--- src/design/smt_pkg.sv ---
// ----------------------------------------------------------------------------
// smt_pkg: shared types and constants for the subscription match table
// Opcodes, status codes, command kinds, queue entry and result layouts.
// ----------------------------------------------------------------------------
package smt_pkg;

  localparam int SLOT_COUNT_DEF = 16;
  localparam int QUEUE_DEPTH    = 2;
  localparam int TOKEN_W        = 32;

  typedef enum logic [1:0] {
    OP_SUBSCRIBE   = 2'd0,
    OP_UNSUBSCRIBE = 2'd1,
    OP_PUBLISH     = 2'd2,
    OP_RESERVED    = 2'd3
  } opcode_t;

  typedef enum logic [1:0] {
    ST_OK        = 2'd0,
    ST_INVALID   = 2'd1,
    ST_FULL      = 2'd2,
    ST_NOT_FOUND = 2'd3
  } status_t;

  // Command kind as decided by the front end
  typedef enum logic [1:0] {
    K_SUB    = 2'd0,
    K_UNSUB  = 2'd1,
    K_PUB    = 2'd2,
    K_REJECT = 2'd3
  } kind_t;

  typedef enum logic [1:0] {
    BK_IDLE  = 2'd0,
    BK_SCAN  = 2'd1,
    BK_FLUSH = 2'd2
  } back_state_t;

  typedef struct packed {
    kind_t              kind;
    logic [TOKEN_W-1:0] topic;
    logic [TOKEN_W-1:0] hnd;
    logic [TOKEN_W-1:0] ctx;
    logic [TOKEN_W-1:0] evt;
  } cmd_t;

  typedef struct packed {
    logic [TOKEN_W-1:0] topic;
    logic [TOKEN_W-1:0] hnd;
    logic [TOKEN_W-1:0] ctx;
  } slot_t;

  typedef struct packed {
    status_t            status;
    logic               deliver;
    logic [TOKEN_W-1:0] hnd;
    logic [TOKEN_W-1:0] ctx;
    logic [TOKEN_W-1:0] evt;
    logic               last;
  } result_t;

  // Handshake between front end and command queue
  typedef struct packed {
    logic push;
    logic full;
  } q_ctrl_t;

endpackage

--- src/design/smt_front.sv ---
// ----------------------------------------------------------------------------
// smt_front: command intake and classification
// Accepts items, rejects the unused opcode and null tokens on subscribe and unsubscribe, pushes commands.
// ----------------------------------------------------------------------------
module smt_front (
  input  logic                          start,
  output logic                          busy,
  input  logic [1:0]                    in_opcode,
  input  logic [smt_pkg::TOKEN_W-1:0]   in_topic,
  input  logic [smt_pkg::TOKEN_W-1:0]   in_handler_id,
  input  logic [smt_pkg::TOKEN_W-1:0]   in_context_id,
  input  logic [smt_pkg::TOKEN_W-1:0]   in_event_id,
  input  logic                          q_full,
  output smt_pkg::q_ctrl_t              q_ctrl,
  output smt_pkg::cmd_t                 q_cmd
);

  logic null_tok;

  // Stall intake only while the queue has no room
  assign busy        = q_full;
  assign q_ctrl.full = q_full;
  assign q_ctrl.push = start & ~q_full;

  assign null_tok = (in_handler_id == '0) || (in_context_id == '0);

  // Classify the item
  always_comb begin
    q_cmd.topic = in_topic;
    q_cmd.hnd   = in_handler_id;
    q_cmd.ctx   = in_context_id;
    q_cmd.evt   = in_event_id;
    unique case (smt_pkg::opcode_t'(in_opcode))
      smt_pkg::OP_SUBSCRIBE: begin
        q_cmd.kind = null_tok ? smt_pkg::K_REJECT : smt_pkg::K_SUB;
      end
      smt_pkg::OP_UNSUBSCRIBE: begin
        q_cmd.kind = null_tok ? smt_pkg::K_REJECT : smt_pkg::K_UNSUB;
      end
      smt_pkg::OP_PUBLISH: begin
        q_cmd.kind = smt_pkg::K_PUB;
      end
      default: begin
        q_cmd.kind = smt_pkg::K_REJECT;
      end
    endcase
  end

endmodule

--- src/design/smt_queue.sv ---
// ----------------------------------------------------------------------------
// smt_queue: short command queue between front end and back end
// Lets intake keep taking items while the back end sweeps the table.
// ----------------------------------------------------------------------------
module smt_queue (
  input  logic             clk,
  input  logic             rst_n,
  input  smt_pkg::q_ctrl_t q_ctrl,
  input  smt_pkg::cmd_t    push_cmd,
  input  logic             pop,
  output smt_pkg::cmd_t    pop_cmd,
  output logic             full,
  output logic             empty
);

  localparam int PW = (smt_pkg::QUEUE_DEPTH > 1) ? $clog2(smt_pkg::QUEUE_DEPTH) : 1;
  localparam int NW = $clog2(smt_pkg::QUEUE_DEPTH + 1);

  smt_pkg::cmd_t  entry_r [smt_pkg::QUEUE_DEPTH];
  logic [PW-1:0]  wr_ptr_r, wr_ptr_nxt;
  logic [PW-1:0]  rd_ptr_r, rd_ptr_nxt;
  logic [NW-1:0]  cnt_r, cnt_nxt;
  logic           do_push, do_pop;

  assign full    = (cnt_r == NW'(smt_pkg::QUEUE_DEPTH));
  assign empty   = (cnt_r == '0);
  assign pop_cmd = entry_r[rd_ptr_r];
  assign do_push = q_ctrl.push & ~q_ctrl.full;
  assign do_pop  = pop & ~empty;

  // Advance pointers and count
  always_comb begin
    wr_ptr_nxt = wr_ptr_r;
    rd_ptr_nxt = rd_ptr_r;
    cnt_nxt    = cnt_r;
    if (do_push) begin
      wr_ptr_nxt = (wr_ptr_r == PW'(smt_pkg::QUEUE_DEPTH - 1)) ? '0 : wr_ptr_r + 1'b1;
    end
    if (do_pop) begin
      rd_ptr_nxt = (rd_ptr_r == PW'(smt_pkg::QUEUE_DEPTH - 1)) ? '0 : rd_ptr_r + 1'b1;
    end
    case ({do_push, do_pop})
      2'b10:   cnt_nxt = cnt_r + 1'b1;
      2'b01:   cnt_nxt = cnt_r - 1'b1;
      default: cnt_nxt = cnt_r;
    endcase
  end

  always_ff @(posedge clk) begin
    if (!rst_n) begin
      wr_ptr_r <= '0;
      rd_ptr_r <= '0;
      cnt_r    <= '0;
    end else begin
      wr_ptr_r <= wr_ptr_nxt;
      rd_ptr_r <= rd_ptr_nxt;
      cnt_r    <= cnt_nxt;
    end
  end

  // Hold entries
  always_ff @(posedge clk) begin
    if (do_push) begin
      entry_r[wr_ptr_r] <= push_cmd;
    end
  end

endmodule

--- src/design/smt_back.sv ---
// ----------------------------------------------------------------------------
// smt_back: table sweep sequencer
// Holds the slot store and active bits, executes one command at a time by
// walking the slots in order, and drives the registered result.
// ----------------------------------------------------------------------------
module smt_back #(
  parameter int SLOT_COUNT = smt_pkg::SLOT_COUNT_DEF
) (
  input  logic             clk,
  input  logic             rst_n,
  input  logic             q_empty,
  input  smt_pkg::cmd_t    q_cmd,
  output logic             pop,
  output logic             res_valid,
  output smt_pkg::result_t res
);

  localparam int IW = (SLOT_COUNT > 1) ? $clog2(SLOT_COUNT) : 1;
  localparam int CW = $clog2(SLOT_COUNT + 1);
  localparam logic [IW-1:0] LAST_IDX = IW'(SLOT_COUNT - 1);

  smt_pkg::back_state_t        state_r, state_nxt;
  smt_pkg::cmd_t               cur_r, cur_nxt;
  logic [CW-1:0]               idx_r, idx_nxt;
  logic                        found_r, found_nxt;
  logic                        pend_r, pend_nxt;
  logic [smt_pkg::TOKEN_W-1:0] pend_hnd_r, pend_hnd_nxt;
  logic [smt_pkg::TOKEN_W-1:0] pend_ctx_r, pend_ctx_nxt;
  logic [SLOT_COUNT-1:0]       act_r, act_nxt;
  logic                        res_valid_r, res_valid_nxt;
  smt_pkg::result_t            res_r, res_nxt;

  // Slot store and its read stage
  smt_pkg::slot_t              slot_mem [SLOT_COUNT];
  smt_pkg::slot_t              rdata_r;
  logic                        rvalid_r;
  logic [IW-1:0]               ridx_r;
  logic                        ract_r;
  logic [IW-1:0]               raddr;
  logic                        issue;
  logic                        mem_we;
  logic [IW-1:0]               widx;
  smt_pkg::slot_t              wdata;
  logic                        hit_unsub, hit_pub;

  assign raddr = idx_r[IW-1:0];
  assign issue = (state_r == smt_pkg::BK_SCAN) && (cur_r.kind != smt_pkg::K_SUB) &&
                 (idx_r < CW'(SLOT_COUNT));
  assign widx  = idx_r[IW-1:0];
  assign wdata = '{topic: cur_r.topic, hnd: cur_r.hnd, ctx: cur_r.ctx};

  assign hit_unsub = ract_r && (rdata_r.hnd == cur_r.hnd) && (rdata_r.ctx == cur_r.ctx);
  assign hit_pub   = ract_r && (rdata_r.topic == cur_r.topic);

  assign res_valid = res_valid_r;
  assign res       = res_r;

  // Sequence commands over the slots
  always_comb begin
    state_nxt     = state_r;
    cur_nxt       = cur_r;
    idx_nxt       = idx_r;
    found_nxt     = found_r;
    pend_nxt      = pend_r;
    pend_hnd_nxt  = pend_hnd_r;
    pend_ctx_nxt  = pend_ctx_r;
    act_nxt       = act_r;
    pop           = 1'b0;
    mem_we        = 1'b0;
    res_valid_nxt = 1'b0;
    res_nxt       = '{status: smt_pkg::ST_OK, deliver: 1'b0, hnd: '0, ctx: '0,
                      evt: '0, last: 1'b1};
    unique case (state_r)
      smt_pkg::BK_IDLE: begin
        if (!q_empty) begin
          pop       = 1'b1;
          cur_nxt   = q_cmd;
          idx_nxt   = '0;
          found_nxt = 1'b0;
          pend_nxt  = 1'b0;
          if (q_cmd.kind == smt_pkg::K_REJECT) begin
            res_valid_nxt  = 1'b1;
            res_nxt.status = smt_pkg::ST_INVALID;
          end else begin
            state_nxt = smt_pkg::BK_SCAN;
          end
        end
      end
      smt_pkg::BK_SCAN: begin
        if (cur_r.kind == smt_pkg::K_SUB) begin
          // Take the lowest free slot, one slot a cycle
          if (!act_r[widx]) begin
            mem_we        = 1'b1;
            act_nxt[widx] = 1'b1;
            res_valid_nxt = 1'b1;
            state_nxt     = smt_pkg::BK_IDLE;
          end else if (widx == LAST_IDX) begin
            res_valid_nxt  = 1'b1;
            res_nxt.status = smt_pkg::ST_FULL;
            state_nxt      = smt_pkg::BK_IDLE;
          end else begin
            idx_nxt = idx_r + 1'b1;
          end
        end else begin
          if (issue) begin
            idx_nxt = idx_r + 1'b1;
          end
          if (rvalid_r) begin
            if (cur_r.kind == smt_pkg::K_UNSUB) begin
              // Drop every matching subscription
              if (hit_unsub) begin
                act_nxt[ridx_r] = 1'b0;
                found_nxt       = 1'b1;
              end
            end else if (hit_pub) begin
              // Release the previous match, hold this one until a later one shows
              if (pend_r) begin
                res_valid_nxt   = 1'b1;
                res_nxt.deliver = 1'b1;
                res_nxt.hnd     = pend_hnd_r;
                res_nxt.ctx     = pend_ctx_r;
                res_nxt.evt     = cur_r.evt;
                res_nxt.last    = 1'b0;
              end
              pend_nxt     = 1'b1;
              pend_hnd_nxt = rdata_r.hnd;
              pend_ctx_nxt = rdata_r.ctx;
            end
            if (ridx_r == LAST_IDX) begin
              state_nxt = smt_pkg::BK_FLUSH;
            end
          end
        end
      end
      smt_pkg::BK_FLUSH: begin
        // Emit the closing result
        res_valid_nxt = 1'b1;
        state_nxt     = smt_pkg::BK_IDLE;
        pend_nxt      = 1'b0;
        if (cur_r.kind == smt_pkg::K_UNSUB) begin
          res_nxt.status = found_r ? smt_pkg::ST_OK : smt_pkg::ST_NOT_FOUND;
        end else if (pend_r) begin
          res_nxt.deliver = 1'b1;
          res_nxt.hnd     = pend_hnd_r;
          res_nxt.ctx     = pend_ctx_r;
          res_nxt.evt     = cur_r.evt;
        end
      end
      default: begin
        state_nxt = smt_pkg::BK_IDLE;
      end
    endcase
  end

  always_ff @(posedge clk) begin
    if (!rst_n) begin
      state_r     <= smt_pkg::BK_IDLE;
      idx_r       <= '0;
      found_r     <= 1'b0;
      pend_r      <= 1'b0;
      act_r       <= '0;
      res_valid_r <= 1'b0;
      rvalid_r    <= 1'b0;
    end else begin
      state_r     <= state_nxt;
      idx_r       <= idx_nxt;
      found_r     <= found_nxt;
      pend_r      <= pend_nxt;
      act_r       <= act_nxt;
      res_valid_r <= res_valid_nxt;
      rvalid_r    <= issue;
    end
  end

  // Payload registers
  always_ff @(posedge clk) begin
    cur_r      <= cur_nxt;
    pend_hnd_r <= pend_hnd_nxt;
    pend_ctx_r <= pend_ctx_nxt;
    res_r      <= res_nxt;
    ridx_r     <= raddr;
    ract_r     <= act_r[raddr];
  end

  // Slot store: one write port, one registered read port
  always_ff @(posedge clk) begin
    if (mem_we) begin
      slot_mem[widx] <= wdata;
    end
    rdata_r <= slot_mem[raddr];
  end

  // The closing cycle of a sweep always produces a result
  a_flush_emits: assert property (@(posedge clk) disable iff (!rst_n)
    (state_r == smt_pkg::BK_FLUSH) |=> res_valid_r)
    else $error("flush cycle produced no result");

  // A subscription never overwrites a live slot
  a_write_free: assert property (@(posedge clk) disable iff (!rst_n)
    mem_we |-> (!act_r[widx] && (cur_r.kind == smt_pkg::K_SUB)))
    else $error("slot store written over an active slot");

  // A held match exists only during a publish sweep
  a_pend_pub: assert property (@(posedge clk) disable iff (!rst_n)
    pend_r |-> ((cur_r.kind == smt_pkg::K_PUB) && (state_r != smt_pkg::BK_IDLE)))
    else $error("held match outside a publish sweep");

  // Read data arrives only while the sweep is running
  a_read_scan: assert property (@(posedge clk) disable iff (!rst_n)
    rvalid_r |-> (state_r == smt_pkg::BK_SCAN))
    else $error("slot read returned outside a sweep");

endmodule

--- src/design/subscription_match_table_top.sv ---
// ----------------------------------------------------------------------------
// subscription_match_table_top: publish/subscribe slot table
// Front end classifies items into a short queue; back end sweeps the slots.
// ----------------------------------------------------------------------------
//   channel   handshake            payload
//   input     start / busy         in_opcode, in_topic, in_handler_id,
//                                  in_context_id, in_event_id
//   result    out_valid (strobe)   out_status, out_deliver, out_handler,
//                                  out_context, out_event, out_last
//
// A rejected item is answered from the idle state; subscribe probes one slot a
// cycle for the lowest free slot; unsubscribe and publish walk every slot over
// the single read port of the slot store, then its registered read and a
// closing cycle. Publish emits at most one result a cycle.
// Reset (rst_n low, synchronous) clears all active bits, the queue and the
// sequencer. busy rises only when the two-entry command queue is full.
// Results are strobed for one cycle and cannot be held off by the receiver.
// ----------------------------------------------------------------------------
module subscription_match_table_top #(
  parameter int SLOT_COUNT = smt_pkg::SLOT_COUNT_DEF
) (
  input  logic                        clk,
  input  logic                        rst_n,
  input  logic                        start,
  output logic                        busy,
  input  logic [1:0]                  in_opcode,
  input  logic [smt_pkg::TOKEN_W-1:0] in_topic,
  input  logic [smt_pkg::TOKEN_W-1:0] in_handler_id,
  input  logic [smt_pkg::TOKEN_W-1:0] in_context_id,
  input  logic [smt_pkg::TOKEN_W-1:0] in_event_id,
  output logic                        out_valid,
  output logic [1:0]                  out_status,
  output logic                        out_deliver,
  output logic [smt_pkg::TOKEN_W-1:0] out_handler,
  output logic [smt_pkg::TOKEN_W-1:0] out_context,
  output logic [smt_pkg::TOKEN_W-1:0] out_event,
  output logic                        out_last
);

  smt_pkg::q_ctrl_t q_ctrl;
  smt_pkg::cmd_t    push_cmd;
  smt_pkg::cmd_t    pop_cmd;
  logic             q_full;
  logic             q_empty;
  logic             pop;
  smt_pkg::result_t res;

  smt_front u_front (
    .start         (start),
    .busy          (busy),
    .in_opcode     (in_opcode),
    .in_topic      (in_topic),
    .in_handler_id (in_handler_id),
    .in_context_id (in_context_id),
    .in_event_id   (in_event_id),
    .q_full        (q_full),
    .q_ctrl        (q_ctrl),
    .q_cmd         (push_cmd)
  );

  smt_queue u_queue (
    .clk      (clk),
    .rst_n    (rst_n),
    .q_ctrl   (q_ctrl),
    .push_cmd (push_cmd),
    .pop      (pop),
    .pop_cmd  (pop_cmd),
    .full     (q_full),
    .empty    (q_empty)
  );

  smt_back #(
    .SLOT_COUNT (SLOT_COUNT)
  ) u_back (
    .clk       (clk),
    .rst_n     (rst_n),
    .q_empty   (q_empty),
    .q_cmd     (pop_cmd),
    .pop       (pop),
    .res_valid (out_valid),
    .res       (res)
  );

  // Unpack the result register onto the ports
  assign out_status  = res.status;
  assign out_deliver = res.deliver;
  assign out_handler = res.hnd;
  assign out_context = res.ctx;
  assign out_event   = res.evt;
  assign out_last    = res.last;

endmodule
--- config.mk ---
export PLATFORM = sky130hd
export DESIGN_NAME = subscription_match_table_top
export DESIGN_NICKNAME = d
export VERILOG_FILES = /design/src/design/smt_pkg.sv /design/src/design/smt_front.sv /design/src/design/smt_queue.sv /design/src/design/smt_back.sv /design/src/design/subscription_match_table_top.sv
export SDC_FILE = /design/constraint.sdc
export NUM_CORES = 2
export LEC_CHECK = 0
export BUFFER_PORTS_ARGS = -buffer_cell sky130_fd_sc_hd__clkbuf_2
export CAP_MARGIN = 20
export CORE_MARGIN = 1.5
export CORE_UTILIZATION = 40
export DETAILED_ROUTE_END_ITERATION = 8
export SYNTH_ARGS = -nofsm -noshare
export SYNTH_HDL_FRONTEND = slang
export SYNTH_HIERARCHICAL = 1
export SYNTH_SLANG_ARGS = --single-unit
--- constraint.sdc ---
create_clock -name clk -period 20.9 [get_ports clk]
set_input_delay 6.27 -clock clk [delete_from_list [all_inputs] [get_ports clk]]
set_output_delay 6.27 -clock clk [all_outputs]
set_load 0.01 [all_outputs]
# Word-level counts from Yosys, hierarchy flattened
# Memory sizes are Yosys's and may differ from the RTL's. A register that Yosys moved wholly into a read port is not among the register bits.
# Cells that the tools add are included.
[classes]
addsub = 5
magnitude_cmp = 5
n_eq_ne = 29
muxes = 79
n_bitwise = 13
reduce_logical = 29
[op_table]
columns = ["operator", "count"]
rows = [
  ["2-to-1 mux 98 bit", 5],
  ["2-to-1 mux 97 bit", 2],
  ["one-hot mux 97 bit (2 select lines)", 1],
  ["equality test 32 bit", 3],
  ["2-to-1 mux 16 bit", 5],
  ["zero test 32 bit", 2],
  ["2-to-1 mux 1 bit", 35],
  ["2-to-1 mux 2 bit", 15],
  ["2-to-1 mux 5 bit", 5],
  ["AND reduction 5 bit", 4],
  ["AND 16 bit", 1],
  ["NOT 16 bit", 1],
  ["OR 16 bit", 1],
  ["!= test 2 bit, second input constant", 6],
  ["one-hot mux 2 bit (3 select lines)", 2],
  ["AND reduction 6 bit", 2],
  ["nonzero test 2 bit", 6],
  ["equality test 2 bit, second input constant", 5],
  ["less-than comparator 4 x 5 -> 1 bit, second input constant", 2],
  ["one-hot mux 5 bit (2 select lines)", 1],
  ["!= test 3 bit, second input constant", 3],
  ["demux 1 bit (select 4 bit)", 2],
  ["equality test 2 x 1 -> 1 bit, second input constant", 4],
  ["equality test 4 bit, second input constant", 2],
  ["21 further kinds", 45],
]
[word_totals]
reg_bits = 330
mem_bits_rw = 1796
inputBits = 133
out_inout_bits = 102
word_cells = 187
n_memories = 2
[memory_table]
columns = ["name", "depth", "word_bits", "read_ports", "rd_clocked_by_memory_dff", "write_ports", "line", "text"]
rows = [
  ["u_back.slot_mem", 16, 96, 1, 1, 1, "smt_back.sv:34", "smt_pkg::slot_t slot_mem [SLOT_COUNT];"],
  ["u_queue.entry_r", 2, 130, 1, 1, 1, "smt_queue.sv:19", "smt_pkg::cmd_t entry_r [smt_pkg::QUEUE_DEPTH];"],
]

# Logic depth before layout (Yosys ltp)
[depth]
depth_word = 10
depth_mapped = 9

# Hierarchy
# Netlist, hierarchy kept.
[by_module_without_submodules]
columns = ["mod", "n_inst", "cells_each", "area_each_um2", "seq_area_each_um2"]
rows = [
  ["smt_back", 1, 2977, 70675.3, 56514.2],
  ["smt_queue", 1, 428, 9574.2, 7907.6],
  ["smt_front", 1, 155, 1137.3, 0.0],
]

# Worst setup path after synthesis
# No wires, ideal clock.
[synth_timing]
path_kind = "input -> register"
start = "in start"
end = "mem u_queue/entry_r[0][0] (netlist bit) (enable)"
setup_time_ns = 0.622
arrival_time_ns = 11.923
setup_slack_ns = 8.355
path_stages = 3
n_path_buf = 0
cell_sequence = "nor2b_1 > nand2b_1 > nor2_1"
[synth_via]
elab_chain_cells = 4
[synth_lines]
columns = ["item", "line", "text"]
rows = [
  ["from (decl)", "subscription_match_table_top.sv:24", "input logic start,"],
  ["AND 1 bit", "smt_front.sv:23", "assign q_ctrl.push = start & ~q_full;"],
  ["AND 1 bit", "smt_queue.sv:28", "assign do_push = q_ctrl.push & ~q_ctrl.full;"],
  ["2-to-1 mux 1 bit", "smt_queue.sv:63", "if (do_push) begin"],
  ["2-to-1 mux 1 bit (implied by the code)", "smt_queue.sv:64", "entry_r[wr_ptr_r] <= push_cmd;"],
  ["to (decl)", "smt_queue.sv:19", ""],
]
# No other way between the ends.

# Final worst setup path
[layout_timing]
start = "reg u_queue.cnt_r[0]"
end = "out busy"
[layout_via]
elab_chain_cells = 1
[layout_lines]
columns = ["item", "line", "text"]
rows = [
  ["from (decl)", "smt_queue.sv:22", "logic [NW-1:0] cnt_r, cnt_nxt;"],
  ["from (signal assigned)", "smt_queue.sv:57", "cnt_r <= cnt_nxt;"],
  ["equality test 2 bit", "smt_queue.sv:25", "assign full = (cnt_r == NW'(smt_pkg::QUEUE_DEPTH));"],
  ["to (decl)", "subscription_match_table_top.sv:25", "output logic busy,"],
]
# No other way between the ends.

==> run_results.csv <==
group,metric,value,unit
floorplanning,die_area,206000,µm²
floorplanning,rows,165,
run_status,outcome,"complete, no violations",
sta,tightestPinTransition,1.08,ns
global_routing,grt_overflow,0,
clock_network,post_cts_buffers,0,
yosys,synth_fp_nets,3702,
yosys,synth_ff_type,"edfxtp_1",
routing,vias,35900,
worst_setup_path,crit_chain,"and2b_2 -> clkbuf_2",
worst_setup_path,worstSetupPathType,"flip-flop to primary output",
yosys,synth-seq-cells,2223,
global_routing,grt_max_degree,122,
routing,wl_per_cell,28.1,µm
yosys,syn_avg_cell_area,22.9,µm²
floorplanning,coreArea,202000,µm²
global_routing,track_usage,18.2,%
floorplanning,ios,235,
flow_run,maxCapViolCount,0,
worst_setup_path,crit_path_max_incr_delay,0.41,ns
clock_network,ctsHoldBuffers,0,
yosys,synth_edf_count,1990,
sta,setup_viol,0,
power,power_density,122,nW/µm²
worst_setup_path,worstPathArrival,1.73,ns
worst_setup_path,critPathRequiredTime,14.63,ns
sta,period_minus_slack,8.00,ns
final_layout,final_area,92700,µm²
final_layout,nFillCells,16700,
final_layout,layout_commonest_cell,"edfxtp_1",
sta,finalClockSkew,0.0619,ns
worst_setup_path,crit_path_start_kind,"flip-flop",
clock_network,cts.sinks,2223,
clock_network,path_clk_slew,0.06,ns
routing,drt-initial-drc-count,3292,
yosys,yosysSeqAreaShare,79.2,%
hold_path,hold_class,"flip-flop to flip-flop",
yosys,synthArstFlopShare,0,%
global_routing,grt_pass1_vias,37400,
routing,routed_wl,188000,µm
clock_network,cts_buffer_depth,3,
placed_design,portBuffers,234,
worst_setup_path,cp_top_family,"flip-flops",
sta,rsz0062_at_grt,"false",
clock_network,cts_tree,"yes",
final_layout,mostFrequentLayoutCells,"1990 x edfxtp_1, 484 x mux4_2, 234 x clkbuf_2, 228 x dfxtp_1, 221 x clkbuf_16",
floorplanning,start_util,40.3,%
final_layout,area_growth_syn_to_layout,13.9,%
sta,relSlewSlack,28.1,%
routing,drt_pass1_iterations,5,
worst_setup_path,worst-path-max-fanout,5,
clock_network,numCtsBuffers,221,
placed_design,place_area,85000,µm²
sta,fmax,125,MHz
placed_design,place.detailed.hpwl,100000,µm
routing,drcViolationCount,0,
final_layout,num-nets-final,3952,
sta,finalSetupTns,0,ns
clock_network,clk_latency,0.88,ns
power,p_leak,29.2,nW
sta,hold_viol,0,
sta,slew_violations,0,
final_layout,drive_gt1_share,32.4,%
yosys,ys_types,60,
routing,vias_per_cell,5.37,
sta,fin_crit_sh,38.3,%
clock_network,ctsResizeCount,0,
yosys,syn_area,81400,µm²
worst_setup_path,cp-end-kind,"primary output",
global_routing,grt_antenna_before_repair,7,
clock_network,cts_htree_levels,4,
yosys,yosysWarnings,6,
yosys,netlist_instances,3560,
worst_setup_path,critPathSlowestCell,"dfxtp_1",
power,peakVddDrop,0.122,mV
power,p_total,11.3,mW
routing,ant_nets,0,
floorplanning,fp.dieH,454,µm
placed_design,place_congestion,0.759,
floorplanning,die_w,454,µm
worst_setup_path,critPathBufInv,1,
global_routing,grt_pass1_wl,268000,µm
clock_network,root_buffer,"clkbuf_16",
==> routing by layer <==
metal  global-route usage, %  vias to the layer above  share of wire (%)
li1                        -                    15100                  -
met1                    23.9                    19500                 41
met2                    31.3                     1035                 52
met3                    2.71                      286                4.6
met4                    5.56                        0                2.9
met5                       0                        -                  0
==> per-stage QoR <==
| stage | std cells | utilization, % | hold slack, ns | worst slack [ns] |
|---|---|---|---|---|
| final | 6686 | 45.9 | 0.423 | 12.90 |
| after global routing | 6682 | 45.9 | 0.458 | 12.82 |
| after CTS | 6682 | 45.9 | 0.433 | 12.81 |
| after detailed placement | 6259 | 42.0 | 0.428 | 12.10 |
| after global placement | 6259 | 42.0 | 0.419 | 12.16 |
| after floorplan | 3560 | - | 0.329 | 8.35 |
==> synthesized netlist by cell type, drive strengths merged, types with 2 or more instances <==
| library cell | instances | area [µm²] |
|---|---|---|
| edfxtp | 1990 | 59800 |
| mux4 | 484 | 10900 |
| dfxtp | 233 | 4660 |
| buf | 194 | 1260 |
| mux2 | 134 | 1510 |
| and2 | 118 | 738 |
| clkbuf | 75 | 282 |
| xnor2 | 47 | 412 |
| xor2 | 39 | 342 |
| nor4 | 31 | 200 |
| o21ai | 25 | 125 |
| inv | 22 | 82.6 |
| nor2b | 22 | 138 |
| nor2 | 19 | 71.3 |
| a31oi | 17 | 106 |
| nand4 | 17 | 106 |
| ha | 9 | 113 |
| nand2 | 8 | 30.0 |
| nand3 | 8 | 40.0 |
| a21oi | 7 | 35.0 |
| o22ai | 7 | 43.8 |
| nand2b | 6 | 45.0 |
| nor3 | 5 | 30.0 |
| a2111oi | 4 | 41.3 |
| a211oi | 3 | 27.5 |
| a21boi | 3 | 22.5 |
| and3 | 3 | 18.8 |
| o21a | 3 | 22.5 |
| o221ai | 3 | 26.3 |
| and2b | 2 | 16.3 |
| nor3b | 2 | 15.0 |
| o2111a | 2 | 22.5 |
| or2 | 2 | 12.5 |
| or3 | 2 | 12.5 |
| or4 | 2 | 15.0 |
==> final timing paths <==
path	start	endpoint	slack, ns	cells after the start
worst max-delay path	u_queue/cnt_r[0]	busy	12.90	2
worst min-delay path	u_back/pend_hnd_r[27]	u_back/res[92]	0.42	1
worst max register to register	u_back/idx_r[1]	u_back/slot_mem[11][40]	15.54	7
worst min register to register	u_back/pend_hnd_r[27]	u_back/res[92]	0.42	1
==> power by group <==
part           switching (mW)  internal, mW  total (mW)
clock                    1.71          2.42        4.13
sequential              0.449          5.57        6.02
combinational           0.666         0.525        1.19
total                    2.82          8.52        11.3
==> logic make-up after synthesis <==
| logic type | after synthesis | share of synthesized area, % |
|---|---|---|
| buf+inv | 291 | 1.99 |
| fa+ha+maj | 9 | 0.138 |
| mux | 618 | 15.2 |
| compound gates | 83 | 0.680 |
| xor+xnor | 86 | 0.925 |
| simple gates | 250 | 1.86 |
| flops | 2223 | 79.2 |
==> sequential cells by signal, summed over array words and instances (netlist names), named ones only <==
name and count:
u_back/slot_mem 1536, u_queue/entry_r 260, u_back/cur_r 130, u_back/res 100, u_back/rdata_r 96, u_back/pend_ctx_r 32, u_back/pend_hnd_r 32, u_back/act_r 16
u_back/idx_r 5, u_back/ridx_r 4, u_back/state_r 2, u_queue/cnt_r 2, u_back/found_r 1, u_back/pend_r 1, u_back/ract_r 1, u_back/res_valid 1
u_back/rvalid_r 1, u_queue/rd_ptr_r 1, u_queue/wr_ptr_r 1
==> cell type report <==
class | instances | area, µm² | share of cell area, %
multi-input combinational | 1046 | 15400 | 16.6
clock inverter | 121 | 1560 | 1.68
antenna | 4 | 10.0 | 0.0108
clock buffer | 302 | 6170 | 6.66
inverter | 22 | 83.8 | 0.0904
sequential | 2223 | 64400 | 69.5
timing repair buffer | 296 | 1690 | 1.82
tap | 2672 | 3340 | 3.61
(Power assumes the default switching activity.)
